--- config.mk ---
export PLATFORM = sky130hd
export DESIGN_NAME = hml_mod_unit
export DESIGN_NICKNAME = d
export VERILOG_FILES = /design/src/rtl/core/hml_pkg.sv /design/src/rtl/core/hml_mod_unit.sv
export SDC_FILE = /design/constraint.sdc
export NUM_CORES = 1
export LEC_CHECK = 0
export BUFFER_PORTS_ARGS = -buffer_cell sky130_fd_sc_hd__buf_4
export CAP_MARGIN = 20
export CORE_AREA = 2 2 93 131
export CTS_CLUSTER_SIZE = 10
export DETAILED_ROUTE_END_ITERATION = 16
export DIE_AREA = 0 0 95 133
export PLACE_DENSITY = 0.64
export SETUP_SLACK_MARGIN = 0.1
export SLEW_MARGIN = 0
export SYNTH_ARGS = -nofsm -noshare
export SYNTH_HDL_FRONTEND = slang
export SYNTH_SLANG_ARGS = --single-unit
--- constraint.sdc ---
create_clock -name clk -period 20.7 [get_ports clk]
set_input_delay 3.105 -clock clk [delete_from_list [all_inputs] [get_ports clk]]
set_output_delay 3.105 -clock clk [all_outputs]
set_load 0.01 [all_outputs]
--- src/rtl/core/hml_pkg.sv ---
// Shared codes and constants for the linear-probe hash map.
// Used by hml_mod_unit and hash_map_linear_probe; depends on nothing.
package hml_pkg;

    typedef logic [1:0] opcode_t;
    typedef logic [1:0] status_t;
    typedef logic [1:0] slot_state_t;

    localparam opcode_t OP_GET    = 2'd0;
    localparam opcode_t OP_PUT    = 2'd1;
    localparam opcode_t OP_REMOVE = 2'd2;

    localparam status_t STATUS_OK        = 2'd0;
    localparam status_t STATUS_NOT_FOUND = 2'd1;
    localparam status_t STATUS_FULL      = 2'd2;
    localparam status_t STATUS_BAD_KEY   = 2'd3;

    localparam slot_state_t SLOT_EMPTY = 2'd0;
    localparam slot_state_t SLOT_LIVE  = 2'd1;
    localparam slot_state_t SLOT_TOMB  = 2'd2;

    localparam int HASH_BITS        = 32;
    localparam int MOD_STEP         = 4;
    localparam int MIN_SIZE         = 3;
    localparam int SIZE_RESET_VALUE = 1021;

endpackage

--- src/rtl/core/hml_mod_unit.sv ---
// Iterative hash-modulo-size unit, MOD_STEP dividend bits per cycle.
// Depends on hml_pkg for HASH_BITS and MOD_STEP.
module hml_mod_unit
    import hml_pkg::*;
#(
    parameter int SIZE_BITS = 11
)
(
    input  logic                 clk,
    input  logic                 rst_n,
    input  logic                 start,
    input  logic [HASH_BITS-1:0] dividend,
    input  logic [SIZE_BITS-1:0] divisor,
    output logic                 done,
    output logic [SIZE_BITS-1:0] remainder
);

    localparam int ROUNDS   = HASH_BITS / MOD_STEP;
    localparam int CNT_BITS = (ROUNDS > 1) ? $clog2(ROUNDS) : 1;

    logic                 busy_reg;
    logic                 done_reg;
    logic [CNT_BITS-1:0]  cnt_reg;
    logic [HASH_BITS-1:0] num_reg;
    logic [SIZE_BITS-1:0] rem_reg;

    logic [HASH_BITS-1:0] num_next;
    logic [SIZE_BITS-1:0] rem_next;
    logic [SIZE_BITS:0]   trial;

    // restoring remainder, MOD_STEP dividend bits per cycle
    always_comb
    begin
        num_next = num_reg;
        rem_next = rem_reg;
        trial    = '0;
        for (int i = 0; i < MOD_STEP; i++)
        begin
            trial    = {rem_next, num_next[HASH_BITS-1]};
            num_next = {num_next[HASH_BITS-2:0], 1'b0};
            if (trial >= {1'b0, divisor})
            begin
                trial = trial - {1'b0, divisor};
            end
            rem_next = trial[SIZE_BITS-1:0];
        end
    end

    always_ff @(posedge clk or negedge rst_n)
    begin
        if (!rst_n)
        begin
            busy_reg <= 1'b0;
            done_reg <= 1'b0;
            cnt_reg  <= '0;
        end
        else
        begin
            done_reg <= 1'b0;
            if (start)
            begin
                busy_reg <= 1'b1;
                cnt_reg  <= '0;
            end
            else if (busy_reg)
            begin
                cnt_reg <= cnt_reg + CNT_BITS'(1);
                if (cnt_reg == CNT_BITS'(ROUNDS - 1))
                begin
                    busy_reg <= 1'b0;
                    done_reg <= 1'b1;
                end
            end
        end
    end

    always_ff @(posedge clk)
    begin
        if (start)
        begin
            num_reg <= dividend;
            rem_reg <= '0;
        end
        else if (busy_reg)
        begin
            num_reg <= num_next;
            rem_reg <= rem_next;
        end
    end

    assign done      = done_reg;
    assign remainder = rem_reg;

endmodule

==> flow_summary_export.csv, run 1 <==
group,metric,value,unit
yosys,synthesis.area,4510,µm²
critical_path,max_stage_delay,570,ps
grt,antenna_found_initial,0,
sta,slew_violations,0,
yosys,synth_edf_count,32,
cts,htree_levels,2,
route,wl_per_cell,18.3,µm
sta,clock_skew,4.69,ps
cts,clk_path_buf_depth,2,
cts,cts_num_sinks,48,
yosys,synthTopCellsByArea,"edfxtp_1, ha_1, mux2_2",
grt,grt_pass1_vias,4019,
sta,setup_tns,0,ps
placed_design,place_hpwl,10.0,mm
route,wl,12.4,mm
sta,setup_viol,0,
grt,grt_pass1_wl,20.1,mm
yosys,synthFlopType,"edfxtp_1",
critical_path,path_class,"input pin to flip-flop",
floorplanning,io_pins,58,
sta,finalCritPeriodShare,0.620,
worst_hold_path,min_path_type,"flip-flop to flip-flop",
placed_design,gp_congestion,0.977,
floorplanning,die_x,95,µm
layout,num-fill-cells,1124,
outcome,outcome,"complete, no violations",
run,max_cap_violations,0,
layout,finish.utilization,0.448,
layout,layout-drive-gt1-share,0.229,
route,vias_per_cell,5.78,
placed_design,io_buffers,57,
layout,antenna_cells,0,
yosys,yosys.area.top_type_share,0.213,
critical_path,worst_path_max_delay_cell,"or3_1",
layout,fin_nets,624,
layout,largest_register_ffs,32,
floorplanning,num_rows,47,
sta,fmax,0.0779,GHz
route,drt_iter0_drc,207,
yosys,ys_warn_count,0,
yosys,synth_seq_cells,48,
critical_path,cp.required,20890,ps
route,num_vias,3906,
yosys,avgSynthCellArea,9.40,µm²
cts,clkLatencyLatePin,280,ps
route,first_pass_iters,4,
critical_path,end_kind,"flip-flop",
grt,overflow,0,
yosys,syn-instance-count,480,
cts,numCtsBuffers,5,
critical_path,cpMostUsedCell,"a21oi_1",
sta,period_needed,12840,ps
cts,post_cts_buffers,0,
yosys,synth_fp_nets,576,
critical_path,worstPathArrival,13030,ps
sta,rsz0062_at_grt,"false",
cts,cts_tree,"yes",
floorplanning,die_area,12600,µm²
sta,final_hold_viol_count,0,
route,drtAntennaViolNets,0,
critical_path,startpoint_type,"input pin",
grt,grt_usage,0.203,
sta,max-slew-margin-rel,0.409,
cts,ctsHoldBuffers,0,
yosys,synthArstFlopShare,0.104,
yosys,synth-seq-area-share,0.289,
critical_path,path_delay_family,"compound AO/OA/AOI/OAI gates",
route,drc_errors,0,
layout,area_growth,15.1,%
floorplanning,fp.dieH,133,µm
cts,post_cts_resized,0,
floorplanning,coreArea,11600,µm²
grt,grt_start_max_net_pins,50,
cts,cts_root_buf,"clkbuf_16",
yosys,yosys.area.top_type,"edfxtp_1",
floorplanning,start_util,0.390,
yosys,yosys.cell_types.count,59,
critical_path,path_max_fanout,19,
critical_path,path_buf_inv,2,
sta,tightest_slew,879,ps
cts,cts.reportedPaths.clkPinSlew,60,ps
-- synthesized netlist by cell type (7+ instances only) --
master / n
a211oi_1: 7
a21o_1: 10
a21oi_1: 26
a311oi_1: 11
and2_1: 7
clkbuf_1: 9
dfxtp_1: 11
edfxtp_1: 32
ha_1: 46
inv_1: 32
mux2_2: 49
nand2_1: 14
nand2b_1: 9
nand3_1: 12
nand4_1: 10
nor2_1: 45
nor2b_1: 9
nor3_1: 8
o21ai_0: 21
xnor2_1: 16
xor2_1: 8
-- worst min-delay path, stage by stage, from the launching register on --
cell and delay, ps:
dfxtp_1 340, nor2_1 90, a311oi_1 50
-- stage by stage --
| stage | std cells | hold WS [ps] | setup slack (ps) | instance area, µm² |
|---|---|---|---|---|
| floorplan | 480 | 490 | 9120 | 4510 |
| global placement | 668 | 507 | 8090 | 5050 |
| detailed placement | 668 | 525 | 7790 | 5050 |
| CTS | 676 | 533 | 8020 | 5190 |
| global route | 676 | 565 | 7220 | 5190 |
| finish | 676 | 527 | 7860 | 5190 |
-- final timing paths --
check | startpoint | to | slack [ps] | depth (start not counted)
max | divisor[0] | remainder[3]$_SDFFE_PP0P_ | 7860 | 35
min in group asynchronous | rst_n | done$_DFF_PN0_ | 2610 | 1
max reg2reg | num_reg[31]$_DFFE_PP_ | remainder[3]$_SDFFE_PP0P_ | 10400 | 35
max in group asynchronous | rst_n | cnt_reg[1]$_DFFE_PN0P_ | 17990 | 1
min reg2reg | remainder[4]$_SDFFE_PP0P_ | remainder[4]$_SDFFE_PP0P_ | 530 | 2
min | remainder[4]$_SDFFE_PP0P_ | remainder[4]$_SDFFE_PP0P_ | 530 | 2
-- cell families after synthesis --
| family | after synthesis | synth area share |
|---|---|---|
| mux | 56 | 0.139 |
| xor+xnor | 24 | 0.0466 |
| fa+ha+maj | 50 | 0.145 |
| compound gates | 115 | 0.178 |
| simple gates | 139 | 0.158 |
| buf+inv | 48 | 0.0438 |
| flops | 48 | 0.289 |
-- layout by cell type, fill, tap and decap left out, types with 9 or more instances in the layout --
master	Yosys	layout
nand3_1	12	12
buf_4	0	57
inv_1	32	32
edfxtp_1	32	32
a21o_1	10	10
o21ai_0	21	21
dfxtp_1	11	11
a21oi_1	26	26
nand2b_1	9	9
nor2b_1	9	9
a311oi_1	11	11
nor2_1	45	45
ha_1	46	46
nand4_1	10	10
xnor2_1	16	16
nand2_1	14	14
mux2_2	49	49
-- final cells by class --
cell class | instances | area, µm² | share of cell area
Multi-Input combinational cell | 384 | 3010 | 0.579
Sequential cell | 48 | 1310 | 0.251
Timing Repair Buffer | 57 | 428 | 0.0824
Tap cell | 147 | 184 | 0.0354
Clock buffer | 5 | 125 | 0.0241
Inverter | 32 | 120 | 0.0231
Clock inverter | 3 | 21.3 | 0.00409
-- layer usage --
layer	vias to the layer above	GRT usage	part of all wire
li1	1907	-	-
met3	36	0.0330	0.050
met5	-	0	0
met2	134	0.357	0.50
met4	0	0.0998	0.055
met1	1829	0.235	0.40
Power of run 1 is left out: the tool's default activity adds up to more than one toggle a clock period on the data nets, which glitch-free logic cannot reach.
==> run 2: changes to the inputs <==
- clock period: 20.7 -> 12.5 ns (I/O delays scaled with it)
==> run 2 against run 1 <==
  * Clock skew increased by 1.9 ps
  * Sequential cell count unchanged
  * Setup slack got worse by 6800 ps
  * Critical path depth unchanged
  * Sequential share of layout area decreased by 0.14 points
  * Critical endpoint unchanged
  * Register-to-register slack got worse by 8100 ps
  * First-iteration DRC count increased by 22%
  * Global-route usage decreased by 0.34 points
  * Via count decreased by 0.51%
==> flow_summary_export.csv, run 2 (same netlist as run 1, synthesis figures left out) <==
group,metric,value,unit
layout,multi_input_area,3010,µm²
cts,clkLatencyLatePin,300,ps
worst_hold_path,hold_end,"cnt_reg[1]$_DFFE_PN0P_",
critical_path,end_kind,"flip-flop",
layout,largest_register_ffs,32,
critical_path,path_max_fanout,19,
sta,final_hold_viol_count,0,
critical_path,worst_path_max_delay_cell,"or3_1",
critical_path,r2r_cells,35,
cts,cts_num_sinks,48,
route,vias_per_cell,5.75,
cts,cts.reportedPaths.clkPinSlew,70,ps
floorplanning,coreArea,11600,µm²
critical_path,path_class,"input pin to flip-flop",
route,first_pass_iters,4,
route,wl_per_cell,18.3,µm
route,drtAntennaViolNets,0,
cts,numCtsBuffers,5,
cts,htree_levels,2,
route,drc_errors,0,
sta,setup_tns,0,ps
grt,grt_pass1_wl,19.6,mm
worst_hold_path,min_path_type,"flip-flop to flip-flop",
layout,regArea,1310,µm²
critical_path,cp.required,12700,ps
route,wl,12.4,mm
cts,post_cts_buffers,0,
floorplanning,die_area,12600,µm²
cts,ctsHoldBuffers,0,
grt,grt_pass1_vias,3942,
cts,cts_tree,"yes",
sta,whs,531,ps
run,max_cap_violations,0,
floorplanning,fp.dieH,133,µm
sta,clock_skew,6.60,ps
cts,clk_path_buf_depth,2,
layout,mostFrequentLayoutCell,"buf_4",
critical_path,startpoint_type,"input pin",
layout,num-fill-cells,1126,
critical_path,worstReg2RegStart,"num_reg[31]$_DFFE_PP_",
sta,max-slew-margin-rel,0.429,
sta,fmax,0.0872,GHz
cts,cts_root_buf,"clkbuf_16",
cts,post_cts_resized,0,
critical_path,reg2reg_to,"remainder[3]$_SDFFE_PP0P_",
sta,tightest_slew,850,ps
layout,fin_nets,624,
placed_design,place_hpwl,9.98,mm
floorplanning,num_rows,47,
floorplanning,die_x,95,µm
critical_path,worstPathArrival,11670,ps
layout,mostFrequentLayoutCells,"buf_4, mux2_2, ha_1",
grt,antenna_found_initial,0,
layout,layout-drive-gt1-share,0.231,
outcome,outcome,"complete, no violations",
critical_path,r2r_slack,2320,ps
layout,area_growth,15.7,%
grt,grt_start_max_net_pins,50,
worst_hold_path,hp-start,"cnt_reg[1]$_DFFE_PN0P_",
worst_hold_path,hold_path_depth,2,
floorplanning,start_util,0.390,
route,num_vias,3886,
sta,period_needed,11470,ps
critical_path,max_stage_delay,570,ps
placed_design,io_buffers,57,
layout,stdcell_count,676,
sta,rsz0062_at_grt,"false",
sta,slew_violations,0,
sta,finalCritPeriodShare,0.918,
sta,setup_viol,0,
route,drt_iter0_drc,252,
layout,antenna_cells,0,
placed_design,gp_congestion,0.979,
floorplanning,io_pins,58,
placed_design,place.detailed.instances,668,
grt,grt_usage,0.200,
grt,overflow,0,
critical_path,cpMostUsedCell,"a21oi_1",
==> run 2: cell types whose count changed in the layout (fill, tap and decap cells not counted), sizes merged <==
cell    previous run  this run
bufinv             0         1
clkinv             1         0
==> run 2: worst max-delay path, delay by kind of cell <==
kind | cells | cell delay (ps)
fa+ha+maj | 5 | 1810
simple gates | 9 | 2490
compound gates | 18 | 4920
buf+inv | 2 | 230
mux | 1 | 320
==> run 2: per-stage QoR <==
step / utilization / area [µm²] / worst slack [ps]
3_3_place_gp: 0.436 / 5050 / 1120
3_5_place_dp: 0.436 / 5050 / 863
2_1_floorplan: - / 4510 / 2150
6_report: 0.451 / 5220 / 1030
5_1_grt: 0.451 / 5220 / 309
4_1_cts: 0.451 / 5220 / 1130
==> run 2: layout make-up <==
cell class	count	share of cell area
multi-input cells	384	0.576
flip-flops and latches	48	0.250
repair buffers	57	0.0819
well taps	147	0.0352
clock buffers	5	0.0240
inverters	32	0.0230
clock inverters	3	0.00958
==> run 2: worst max path at each step <==
stage | endpoint | slack (ps) | cells past startpoint | from
final | remainder[3]$_SDFFE_PP0P_ | 1030 | 35 | divisor[0]
after global routing | remainder[3]$_SDFFE_PP0P_ | 310 | 35 | divisor[0]
after CTS | remainder[3]$_SDFFE_PP0P_ | 1130 | 35 | divisor[0]
after detailed placement | remainder[3]$_SDFFE_PP0P_ | 860 | 35 | divisor[0]
after global placement | remainder[3]$_SDFFE_PP0P_ | 1120 | 35 | divisor[0]
after floorplan | remainder[3]$_SDFFE_PP0P_ | 2150 | 38 | divisor[0]
==> run 2: per-layer routing <==
metal / track usage / wire (µm)
met1: 0.229 / 5020
met2: 0.350 / 6110
met5: 0 / 0
met4: 0.102 / 673
met3: 0.0330 / 564
Power of run 2 is left out for the same reason.
==> run 3: changes to the inputs <==
- GPL_ROUTABILITY_DRIVEN: unset -> 0
- RECOVER_POWER: unset -> 25
==> run 3 against run 2 <==
  * The run now ends with max-capacitance violations, max-slew violations left
  * Non-clock buffer count unchanged
  * Routed wire length decreased by 1.1%
  * Clock skew decreased by 2.5 ps
  * Setup slack improved by 55 ps
  * Sequential share of layout area increased by 0.13 points
  * Count of clock-buffer cells in the layout unchanged
  * Critical endpoint unchanged
==> flow_summary_export.csv, run 3 (same netlist as run 1, synthesis figures left out) <==
group,metric,value,unit
outcome,outcome,"finished with violations",
outcome,violations,"max-capacitance violations, max-slew violations",
critical_path,r2r_cells,35,
route,drtAntennaViolNets,0,
grt,grt_usage,0.198,
placed_design,io_buffers,57,
sta,finalCritPeriodShare,0.913,
layout,mostFrequentLayoutCell,"buf_4",
worst_hold_path,hold_path_depth,2,
layout,largest_register_ffs,32,
sta,final_hold_viol_count,0,
grt,grt_pass1_vias,3897,
cts,cts_root_buf,"clkbuf_16",
sta,clock_skew,4.14,ps
sta,max-slew-margin-rel,-0.521,
worst_hold_path,min_path_type,"flip-flop to flip-flop",
route,drt_iter0_drc,240,
run,max_cap_violations,1,
cts,numCtsBuffers,5,
sta,fmax,0.0876,GHz
critical_path,worst_path_max_delay_cell,"or3_1",
route,drc_errors,0,
layout,fin_nets,624,
critical_path,max_stage_delay,570,ps
layout,mostFrequentLayoutCells,"buf_4, mux2_2, ha_1",
floorplanning,die_x,95,µm
critical_path,cp.required,12670,ps
sta,setup_tns,0,ps
floorplanning,num_rows,47,
sta,tightest_slew,2280,ps
floorplanning,coreArea,11600,µm²
cts,cts_tree,"yes",
sta,period_needed,11420,ps
placed_design,place_hpwl,9.67,mm
cts,clk_path_buf_depth,2,
layout,area_growth,15.1,%
cts,cts.reportedPaths.clkPinSlew,60,ps
critical_path,path_class,"input pin to flip-flop",
route,first_pass_iters,7,
layout,layout-drive-gt1-share,0.219,
floorplanning,die_area,12600,µm²
critical_path,path_max_fanout,19,
layout,antenna_cells,0,
route,wl,12.2,mm
critical_path,worstPathArrival,11590,ps
floorplanning,fp.dieH,133,µm
critical_path,reg2reg_to,"remainder[3]$_SDFFE_PP0P_",
critical_path,path_delay_family,"compound AO/OA/AOI/OAI gates",
critical_path,cpMostUsedCell,"a21oi_1",
critical_path,path_buf_inv,2,
grt,antenna_found_initial,0,
grt,grt_pass1_wl,19.6,mm
cts,htree_levels,2,
floorplanning,start_util,0.390,
sta,slew_violations,50,
cts,post_cts_resized,0,
grt,overflow,0,
critical_path,end_kind,"flip-flop",
floorplanning,io_pins,58,
sta,rsz0062_at_grt,"false",
critical_path,startpoint_type,"input pin",
route,vias_per_cell,5.84,
cts,cts_num_sinks,48,
worst_hold_path,hp-start,"remainder[10]$_SDFFE_PP0P_",
critical_path,worstReg2RegStart,"num_reg[31]$_DFFE_PP_",
sta,setup_viol,0,
route,wl_per_cell,18.1,µm
worst_hold_path,hold_end,"remainder[10]$_SDFFE_PP0P_",
cts,ctsHoldBuffers,0,
grt,grt_start_max_net_pins,50,
route,num_vias,3947,
cts,post_cts_buffers,0,
cts,clkLatencyLatePin,290,ps
critical_path,r2r_slack,2360,ps
==> run 3: worst register-to-register path: cells and delay by family (launching register included) <==
kind	cells	cell delay (ps)
simple gates	9	2470
compound gates	19	5030
flops	1	400
fa+ha+maj	5	1960
buf+inv	2	150
==> run 3: cell type report <==
type | instances | area [µm²]
timing repair buffer | 57 | 409
multi-input combinational | 384 | 3010
fill | 1113 | 6390
sequential | 48 | 1310
tap | 147 | 184
clock inverter | 3 | 42.5
inverter | 32 | 120
clock buffer | 5 | 125
==> run 3: metrics by stage <==
stage	std cells	worst slack [ps]	hold slack [ps]	area, µm²	util
3_5_place_dp	668	998	524	5050	0.436
6_report	676	1080	525	5200	0.449
4_1_cts	676	1240	533	5220	0.450
5_1_grt	676	395	542	5200	0.449
2_1_floorplan	480	2150	490	4510	-
3_3_place_gp	668	1260	509	5050	0.436
==> run 3: layer usage <==
| layer | part of all wire | vias to the layer above | GRT usage |
|---|---|---|---|
| li1 | - | 1899 | - |
| met3 | 0.052 | 46 | 0.0342 |
| met5 | 0 | - | 0 |
| met2 | 0.49 | 165 | 0.336 |
| met1 | 0.39 | 1837 | 0.223 |
| met4 | 0.069 | 0 | 0.126 |
==> run 3: how the worst max path moves through the flow <==
| stage | startpoint | end | slack [ps] | cells after the start |
|---|---|---|---|---|
| 5_1_grt | divisor[0] | remainder[3]$_SDFFE_PP0P_ | 390 | 35 |
| 3_5_place_dp | divisor[0] | remainder[3]$_SDFFE_PP0P_ | 1000 | 35 |
| 2_1_floorplan | divisor[0] | remainder[3]$_SDFFE_PP0P_ | 2150 | 38 |
| 4_1_cts | divisor[0] | remainder[3]$_SDFFE_PP0P_ | 1240 | 35 |
| 6_report | divisor[0] | remainder[3]$_SDFFE_PP0P_ | 1080 | 35 |
| 3_3_place_gp | divisor[0] | remainder[3]$_SDFFE_PP0P_ | 1260 | 35 |
Power of run 3 is left out for the same reason.
